$ cat config.mk
export PLATFORM = sky130hd
export DESIGN_NAME = centered_squared_window_sum
export DESIGN_NICKNAME = d
export VERILOG_FILES = /design/src/hw/rtl/csws_pkg.sv /design/src/hw/rtl/centered_squared_window_sum.sv /design/src/hw/rtl/csws_ring.sv /design/src/hw/rtl/csws_ctrl.sv
export SDC_FILE = /design/constraint.sdc
export NUM_CORES = 2
export LEC_CHECK = 0
export BUFFER_PORTS_ARGS = -buffer_cell sky130_fd_sc_hd__buf_2
export CAP_MARGIN = 30
export CORE_MARGIN = 2
export CORE_UTILIZATION = 65
export CTS_BUF_LIST = sky130_fd_sc_hd__clkbuf_16
export CTS_CLUSTER_SIZE = 16
export DETAILED_ROUTE_END_ITERATION = 10
export PLACE_DENSITY = 0.81
export SLEW_MARGIN = 20
export SYNTH_ARGS = -nofsm -noshare
export SYNTH_HDL_FRONTEND = slang
export SYNTH_SLANG_ARGS = --single-unit
$ cat constraint.sdc
create_clock -name clk -period 19.2 [get_ports clk]
set_input_delay 4.8 -clock clk [delete_from_list [all_inputs] [get_ports clk]]
set_output_delay 4.8 -clock clk [all_outputs]
set_load 0.1 [all_outputs]
$ cat src/hw/rtl/csws_pkg.sv
// Package for the centered squared window sum block.
// Shared widths, reset values, state encoding and inter-module structs.
// No dependencies.
`default_nettype none

package csws_pkg;

	localparam int WIN_W           = 7;
	localparam int SUM_W           = 37;
	localparam int SEEN_W          = 7;
	localparam int SEEN_MAX        = 127;
	localparam int WIN_RESET       = 30;
	localparam int MAX_WINDOW_DEF  = 64;
	localparam int SAMPLE_BITS_DEF = 16;

	typedef enum logic [0:0] {
		ST_RUN,
		ST_DRAIN
	} state_t;

	// ring write / clear strobes
	typedef struct packed {
		logic wr_en;
		logic clr;
	} ring_ctl_t;

	// controller status toward the channel logic
	typedef struct packed {
		logic take;
		logic draining;
	} ctrl_stat_t;

	// one result headed for the output register
	typedef struct packed {
		logic             valid;
		logic [SUM_W-1:0] sum;
		logic             last;
		logic             too_short;
	} res_t;

endpackage

`default_nettype wire

$ cat src/hw/rtl/centered_squared_window_sum.sv
// Top level of the centered squared window sum block.
// Holds the window length register, input and output registers.
// Depends on csws_pkg, csws_ring, csws_ctrl.
//
// Usage:
//   Samples enter on in_valid/in_ready with sample and frame_end; results
//   leave on out_valid/out_ready with window_sum, last_result, too_short.
//   win_len is written over cfg_valid/cfg_ready (always ready) and
//   is expected to change only while the block is idle.
// Throughput: one sample per cycle while no drain or held result stalls
//   it. The first (W+1)/2 samples of a frame give no result; each later
//   sample gives one. A sample that ends a frame of at least W samples
//   starts a drain of (W+1)/2 further sums, one per cycle while the output
//   register is free; the input register takes one more sample meanwhile
//   and then holds off. Path: input register, then sum logic into the
//   output register.
// Stalls: a result waits in the output register; the input register still
//   takes one sample, and items that give no result keep flowing.
// Reset: window length returns to 30 and the frame state is empty. The
//   ring is cleared at once through per-entry valid bits; no clearing pass.
`default_nettype none

module centered_squared_window_sum
	import csws_pkg::*;
#(
	parameter int MAX_WINDOW  = MAX_WINDOW_DEF,
	parameter int SAMPLE_BITS = SAMPLE_BITS_DEF
) (
	input  wire logic                   clk,
	input  wire logic                   arst_n,
	input  wire logic                   cfg_valid,
	output logic                        cfg_ready,
	input  wire logic [WIN_W-1:0]       win_len,
	input  wire logic                   in_valid,
	output logic                        in_ready,
	input  wire logic [SAMPLE_BITS-1:0] sample,
	input  wire logic                   frame_end,
	output logic                        out_valid,
	input  wire logic                   out_ready,
	output logic [SUM_W-1:0]            window_sum,
	output logic                        last_result,
	output logic                        too_short
);

	localparam int POS_W = (MAX_WINDOW > 1) ? $clog2(MAX_WINDOW) : 1;
	localparam int SQ_W  = 2 * SAMPLE_BITS - 1;

	logic [WIN_W-1:0]       win_q;
	logic                   valid_s1;
	logic [SAMPLE_BITS-1:0] sample_s1;
	logic                   end_s1;
	logic                   out_valid_q;
	logic [SUM_W-1:0]       sum_q;
	logic                   last_q;
	logic                   short_q;
	logic                   slot_free;

	ctrl_stat_t       stat;
	res_t             res;
	ring_ctl_t        ring_ctl;
	logic [POS_W-1:0] wr_addr, rd_addr;
	logic [SQ_W-1:0]  wr_data, head;

	assign cfg_ready = 1'b1;

	always_ff @(posedge clk or negedge arst_n) begin
		if (!arst_n) begin
			win_q <= WIN_W'(WIN_RESET);
		end else if (cfg_valid && cfg_ready) begin
			win_q <= win_len;
		end
	end

	// input register
	assign in_ready = !valid_s1 || stat.take;

	always_ff @(posedge clk or negedge arst_n) begin
		if (!arst_n) begin
			valid_s1 <= 1'b0;
		end else if (in_valid && in_ready) begin
			valid_s1 <= 1'b1;
		end else if (stat.take) begin
			valid_s1 <= 1'b0;
		end
	end

	always_ff @(posedge clk) begin
		if (in_valid && in_ready) begin
			sample_s1 <= sample;
			end_s1    <= frame_end;
		end
	end

	csws_ring #(
		.POS_W (POS_W),
		.SQ_W  (SQ_W),
		.DEPTH (MAX_WINDOW)
	) u_ring (
		.clk     (clk),
		.arst_n  (arst_n),
		.ctl     (ring_ctl),
		.wr_addr (wr_addr),
		.wr_data (wr_data),
		.rd_addr (rd_addr),
		.head    (head)
	);

	csws_ctrl #(
		.MAX_WINDOW  (MAX_WINDOW),
		.SAMPLE_BITS (SAMPLE_BITS),
		.POS_W       (POS_W),
		.SQ_W        (SQ_W)
	) u_ctrl (
		.clk        (clk),
		.arst_n     (arst_n),
		.win        (win_q),
		.item_valid (valid_s1),
		.sample_s1  (sample_s1),
		.end_s1     (end_s1),
		.slot_free  (slot_free),
		.head       (head),
		.stat       (stat),
		.res        (res),
		.ring_ctl   (ring_ctl),
		.wr_addr    (wr_addr),
		.wr_data    (wr_data),
		.rd_addr    (rd_addr)
	);

	// output register
	assign slot_free = !out_valid_q || out_ready;

	always_ff @(posedge clk or negedge arst_n) begin
		if (!arst_n) begin
			out_valid_q <= 1'b0;
		end else if (res.valid) begin
			out_valid_q <= 1'b1;
		end else if (out_ready) begin
			out_valid_q <= 1'b0;
		end
	end

	always_ff @(posedge clk) begin
		if (res.valid) begin
			sum_q   <= res.sum;
			last_q  <= res.last;
			short_q <= res.too_short;
		end
	end

	assign out_valid   = out_valid_q;
	assign window_sum  = sum_q;
	assign last_result = last_q;
	assign too_short   = short_q;

	// a result is never loaded over one that has not been transferred
	assert property (@(posedge clk) disable iff (!arst_n)
		res.valid |-> (!out_valid_q || out_ready))
		else $error("result loaded into occupied output register");

	// no sample is consumed while the window drains
	assert property (@(posedge clk) disable iff (!arst_n)
		stat.draining |-> !stat.take)
		else $error("sample taken during drain");

	// a short-frame result is the frame's last and carries a zero sum
	assert property (@(posedge clk) disable iff (!arst_n)
		(out_valid && too_short) |-> (last_result && (window_sum == '0)))
		else $error("malformed short-frame result");

	// the ring is cleared only together with a frame-ending result
	assert property (@(posedge clk) disable iff (!arst_n)
		ring_ctl.clr |-> (res.valid && res.last))
		else $error("ring cleared without final result");

endmodule

`default_nettype wire

$ cat src/hw/rtl/csws_ring.sv
// Square ring store: MAX_WINDOW entries with per-entry valid bits.
// Prefetches the entry at the next ring position into a register.
// Depends on csws_pkg.
`default_nettype none

module csws_ring
	import csws_pkg::*;
#(
	parameter int POS_W = 6,
	parameter int SQ_W  = 31,
	parameter int DEPTH = 64
) (
	input  wire logic            clk,
	input  wire logic            arst_n,
	input  wire ring_ctl_t       ctl,
	input  wire logic [POS_W-1:0] wr_addr,
	input  wire logic [SQ_W-1:0]  wr_data,
	input  wire logic [POS_W-1:0] rd_addr,
	output logic      [SQ_W-1:0]  head
);

	logic [SQ_W-1:0] mem [DEPTH];
	logic [DEPTH-1:0] valid_q;
	logic [SQ_W-1:0] head_data_q;
	logic            head_vld_q;
	logic            bypass;

	assign bypass = ctl.wr_en && (wr_addr == rd_addr);

	always_ff @(posedge clk) begin
		if (ctl.wr_en) begin
			mem[wr_addr] <= wr_data;
		end
		head_data_q <= bypass ? wr_data : mem[rd_addr];
	end

	always_ff @(posedge clk or negedge arst_n) begin
		if (!arst_n) begin
			valid_q    <= '0;
			head_vld_q <= 1'b0;
		end else if (ctl.clr) begin
			valid_q    <= '0;
			head_vld_q <= 1'b0;
		end else begin
			if (ctl.wr_en) begin
				valid_q[wr_addr] <= 1'b1;
			end
			head_vld_q <= bypass || valid_q[rd_addr];
		end
	end

	// never-written entries of this frame read as zero
	assign head = head_vld_q ? head_data_q : '0;

endmodule

`default_nettype wire

$ cat src/hw/rtl/csws_ctrl.sv
// Window controller: squares the held sample, keeps the running sum,
// ring position and sample count, and sequences the end-of-frame drain.
// Depends on csws_pkg.
`default_nettype none

module csws_ctrl
	import csws_pkg::*;
#(
	parameter int MAX_WINDOW  = 64,
	parameter int SAMPLE_BITS = 16,
	parameter int POS_W       = 6,
	parameter int SQ_W        = 31
) (
	input  wire logic                   clk,
	input  wire logic                   arst_n,
	input  wire logic [WIN_W-1:0]       win,
	input  wire logic                   item_valid,
	input  wire logic [SAMPLE_BITS-1:0] sample_s1,
	input  wire logic                   end_s1,
	input  wire logic                   slot_free,
	input  wire logic [SQ_W-1:0]        head,
	output ctrl_stat_t                  stat,
	output res_t                        res,
	output ring_ctl_t                   ring_ctl,
	output logic [POS_W-1:0]            wr_addr,
	output logic [SQ_W-1:0]             wr_data,
	output logic [POS_W-1:0]            rd_addr
);

	localparam int CNT_W = $clog2((MAX_WINDOW + 1) / 2 + 1);
	localparam int AW    = WIN_W + 1;

	state_t            state_q, state_d;
	logic [SUM_W-1:0]  sum_q, sum_d;
	logic [POS_W-1:0]  pos_q, pos_d, pos_adv;
	logic [SEEN_W-1:0] seen_q, seen_d, seen_inc;
	logic [CNT_W-1:0]  cnt_q, cnt_d;

	logic [WIN_W-1:0]         w_eff, h7;
	logic [WIN_W:0]           w_inc;
	logic [AW-1:0]            pos_inc;
	logic signed [2*SAMPLE_BITS-1:0] prod;
	logic [SQ_W-1:0]          sq;
	logic [SUM_W-1:0]         sq_ext, head_ext;
	logic                     short_f, prime, emit;

	always_comb begin
		if (win == '0) begin
			w_eff = WIN_W'(1);
		end else if (win > WIN_W'(MAX_WINDOW)) begin
			w_eff = WIN_W'(MAX_WINDOW);
		end else begin
			w_eff = win;
		end
	end

	assign w_inc    = {1'b0, w_eff} + (WIN_W+1)'(1);
	assign h7       = w_inc[WIN_W:1];
	assign pos_inc  = AW'(pos_q) + AW'(1);
	assign pos_adv  = (pos_inc >= AW'(w_eff)) ? '0 : pos_inc[POS_W-1:0];
	assign seen_inc = (seen_q == SEEN_W'(SEEN_MAX)) ? seen_q : seen_q + SEEN_W'(1);

	assign prod     = $signed(sample_s1) * $signed(sample_s1);
	assign sq       = prod[SQ_W-1:0];
	assign sq_ext   = SUM_W'(sq);
	assign head_ext = SUM_W'(head);

	assign short_f = end_s1 && (seen_inc < w_eff);
	assign prime   = seen_q < h7;
	assign emit    = short_f || !prime;

	always_comb begin
		state_d   = state_q;
		sum_d     = sum_q;
		pos_d     = pos_q;
		seen_d    = seen_q;
		cnt_d     = cnt_q;
		stat      = '0;
		res       = '0;
		res.sum   = sum_q;
		ring_ctl  = '0;
		wr_addr   = pos_q;
		wr_data   = sq;
		stat.draining = (state_q == ST_DRAIN);

		unique case (state_q)
			ST_RUN: begin
				if (item_valid && (!emit || slot_free)) begin
					stat.take = 1'b1;
					if (short_f) begin
						res.valid     = 1'b1;
						res.sum       = '0;
						res.last      = 1'b1;
						res.too_short = 1'b1;
						sum_d         = '0;
						pos_d         = '0;
						seen_d        = '0;
						ring_ctl.clr  = 1'b1;
					end else begin
						ring_ctl.wr_en = 1'b1;
						res.valid      = !prime;
						// priming adds only; later samples also drop the oldest square
						sum_d  = prime ? sum_q + sq_ext : sum_q - head_ext + sq_ext;
						pos_d  = pos_adv;
						seen_d = seen_inc;
						if (end_s1) begin
							state_d = ST_DRAIN;
							cnt_d   = CNT_W'(h7);
						end
					end
				end
			end
			ST_DRAIN: begin
				if (slot_free) begin
					res.valid = 1'b1;
					res.last  = (cnt_q == CNT_W'(1));
					sum_d     = sum_q - head_ext;
					pos_d     = pos_adv;
					cnt_d     = cnt_q - CNT_W'(1);
					if (cnt_q == CNT_W'(1)) begin
						state_d      = ST_RUN;
						sum_d        = '0;
						pos_d        = '0;
						seen_d       = '0;
						ring_ctl.clr = 1'b1;
					end
				end
			end
			default: begin
				state_d = ST_RUN;
			end
		endcase
	end

	// ring prefetches the entry the next cycle will see
	assign rd_addr = pos_d;

	always_ff @(posedge clk or negedge arst_n) begin
		if (!arst_n) begin
			state_q <= ST_RUN;
			sum_q   <= '0;
			pos_q   <= '0;
			seen_q  <= '0;
			cnt_q   <= '0;
		end else begin
			state_q <= state_d;
			sum_q   <= sum_d;
			pos_q   <= pos_d;
			seen_q  <= seen_d;
			cnt_q   <= cnt_d;
		end
	end

endmodule

`default_nettype wire

==> flow_summary.json <==
{
  "router_iterations_before_antenna_repair": 11,
  "drt_first_iter_violations": 8558,
  "hold_viol_final": 0,
  "cts_tree": "done",
  "highest_achievable_clock_rate_mhz": 93.2,
  "area_delta_synth_final_pct": 11.1,
  "floorplan.core_area_um2": 144000,
  "grt_max_degree": 136,
  "portBuffers": 69,
  "worstSetupEndpointType": "primary output",
  "ios": 71,
  "vias": 54800,
  "worstSetupPathType": "in -> out",
  "synth_async_sr_flop_share_pct": 6.20,
  "grt_first_pass_wirelength_um": 397000,
  "cts_root_buffer_type": "sky130_fd_sc_hd__clkbuf_16",
  "commonest_non_fill_non_tap_cell_in_the_layout": "sky130_fd_sc_hd__edfxtp_1",
  "antenna_found_initial": 36,
  "yosysSeqAreaShare_pct": 66.4,
  "min-delay-path-class": "reg -> reg",
  "cts.hold.buffers_added": 0,
  "finalCritPeriodShare_pct": 55.9,
  "finish.instance_area_um2": 105000,
  "fp-row-count": 139,
  "grt_util_all_layers_pct": 38.5,
  "synth_edf_count": 1976,
  "cts_post_setup_buffers_inserted": 0,
  "clk_latency_ps": 860,
  "cp.required_ps": 14400,
  "worst_pin_slew_ps": 1120,
  "die_w_um": 385,
  "ctsHtreeMaxLevel": 4,
  "grt.overflow.total": 0,
  "grt_pass1_vias": 54600,
  "syn-cell-area_um2": 94500,
  "timing.max_cap.violations": 0,
  "detail_route.drc_violations": 3,
  "design.die.area_um2": 148000,
  "synthesis.instances": 5230,
  "ys_seq_elements": 2113,
  "clk_pin_slew_ps": 60,
  "category_of_the_worst_setup_path_launch_point": "input port",
  "post_synth.cell_area_avg_um2": 18.1,
  "routed_via_density": 7.29,
  "timing.setup.tns_ps": 0,
  "critical_path_peak_fanout": 5,
  "wl_per_cell_um": 37.2,
  "initial_core_util_pct": 65.6,
  "ctsLongestPathBuffers": 3,
  "clkSinkCount": 2113,
  "status": "complete, but fails checks",
  "placed_area_um2": 98400,
  "die_height_um": 385,
  "rsz_0062_raised_after_global_routing": "false",
  "detailed_place_hpwl_um": 145000,
  "ant_nets": 0,
  "drive_above_1_share_pct": 23.1,
  "post_cts.resized_instances": 0,
  "drt-total-wl_um": 279000,
  "hold_slack_ps": 496,
  "globalplace.congestion": 0.922,
  "violated_checks": "DRC",
  "yosys_most_used_dff": "sky130_fd_sc_hd__edfxtp_1",
  "clock_skew_ps": 43.3,
  "post_layout_nets": 5851,
  "final_cell_mix": "sky130_fd_sc_hd__edfxtp_1 (1976), sky130_fd_sc_hd__mux4_2 (630), sky130_fd_sc_hd__inv_1 (403)",
  "synth-warning-count": 0,
  "finalSetupViolCount": 0,
  "cts-buffers-inserted": 198,
  "synth_cell_types": 86,
  "worst_ep_arrival_time_ps": 5930,
  "period_minus_slack_ps": 10730,
  "final_util_pct": 73.0,
  "timing.final.max_slew_violations": 0,
  "maxSlewHeadroom_pct": 25.3
}
## Yosys cell counts, drive strengths merged (80+ instances only)
cell type  count  share of area, %
edfxtp      1976                63
mux4         630                15
inv          365               1.4
nor2         276               1.1
nand2        275               1.1
fa           228               4.8
clkbuf       182              0.72
a21oi        179              0.95
ha           175               2.3
dfrtp        127               3.4
xnor2         86              0.80
o21ai         80              0.43
## registers in the layout, summed over array words and instances, names as in the netlist, named ones only
| register | count |
|---|---|
| u_ctrl.state_q | 1 |
| u_ctrl.wr_addr | 6 |
| u_ctrl.cnt_q | 6 |
| too_short | 1 |
| u_ring.mem | 1920 |
| u_ring.head_vld_q | 1 |
| out_valid | 1 |
| sample_s1 | 16 |
| last_result | 1 |
| end_s1 | 1 |
| win_q | 7 |
| valid_s1 | 1 |
| u_ctrl.sum_q | 37 |
| u_ctrl.seen_q | 7 |
| window_sum | 37 |
| u_ring.valid_q | 64 |
## through the flow
stage | std cells | worst slack [ps]
5_1_grt | 7491 | 8210
6_report | 7514 | 8470
2_1_floorplan | 5233 | 7190
3_5_place_dp | 7112 | 8480
4_1_cts | 7479 | 8460
3_3_place_gp | 7107 | 8530
## routing by layer
| layer | up-vias | track usage (%) | part of all wire [%] |
|---|---|---|---|
| met5 | - | 0.617 | 0.13 |
| met4 | 32 | 25.8 | 8.3 |
| met3 | 1213 | 10.6 | 13 |
| met2 | 5045 | 59.2 | 47 |
| met1 | 27700 | 48.6 | 32 |
| li1 | 20800 | - | - |
## logic make-up (layout without fill, tap and decap cells)
kind of cell	count (synthesis)	in the layout	share of synthesized area (%)
compound gates	486	486	3.36
xor+xnor	126	126	1.17
fa+ha+maj	403	403	7.14
buf+inv	604	957	2.44
flops	2113	2113	66.4
mux	697	697	15.7
other cells	1	29	0.00397
simple gates	800	800	3.79
## critical path: stages
cell and delay (ps):
sky130_fd_sc_hd__buf_2 80, sky130_fd_sc_hd__nand2b_1 200, sky130_fd_sc_hd__a21oi_1 60, sky130_fd_sc_hd__o21ai_0 290, sky130_fd_sc_hd__buf_2 490
## final timing paths
check | start | end | slack (ps) | cells past startpoint
max | out_ready | in_ready | 8470 | 5
min | u_ring.valid_q[9] | u_ring.valid_q[9] | 500 | 2
max reg2reg | sample_s1[0] | u_ctrl.sum_q[32] | 8820 | 36
max in group asynchronous | arst_n | u_ring.valid_q[10] | 14190 | 3
min in group asynchronous | arst_n | u_ctrl.sum_q[6] | 3910 | 1
min reg2reg | u_ring.valid_q[9] | u_ring.valid_q[9] | 500 | 2
## final cells by class
class	instances	area, um^2
flip-flops and latches	2113	62800
clock inverters	168	1490
diodes	25	62.6
inverters	368	1380
repair buffers	222	1710
fillers	7774	38900
multi-input cells	2516	30300
clock buffers	199	4980
well taps	1903	2380
Power is left out: the tool's default activity adds up to more than one toggle a clock period on the data nets, which glitch-free logic cannot reach.
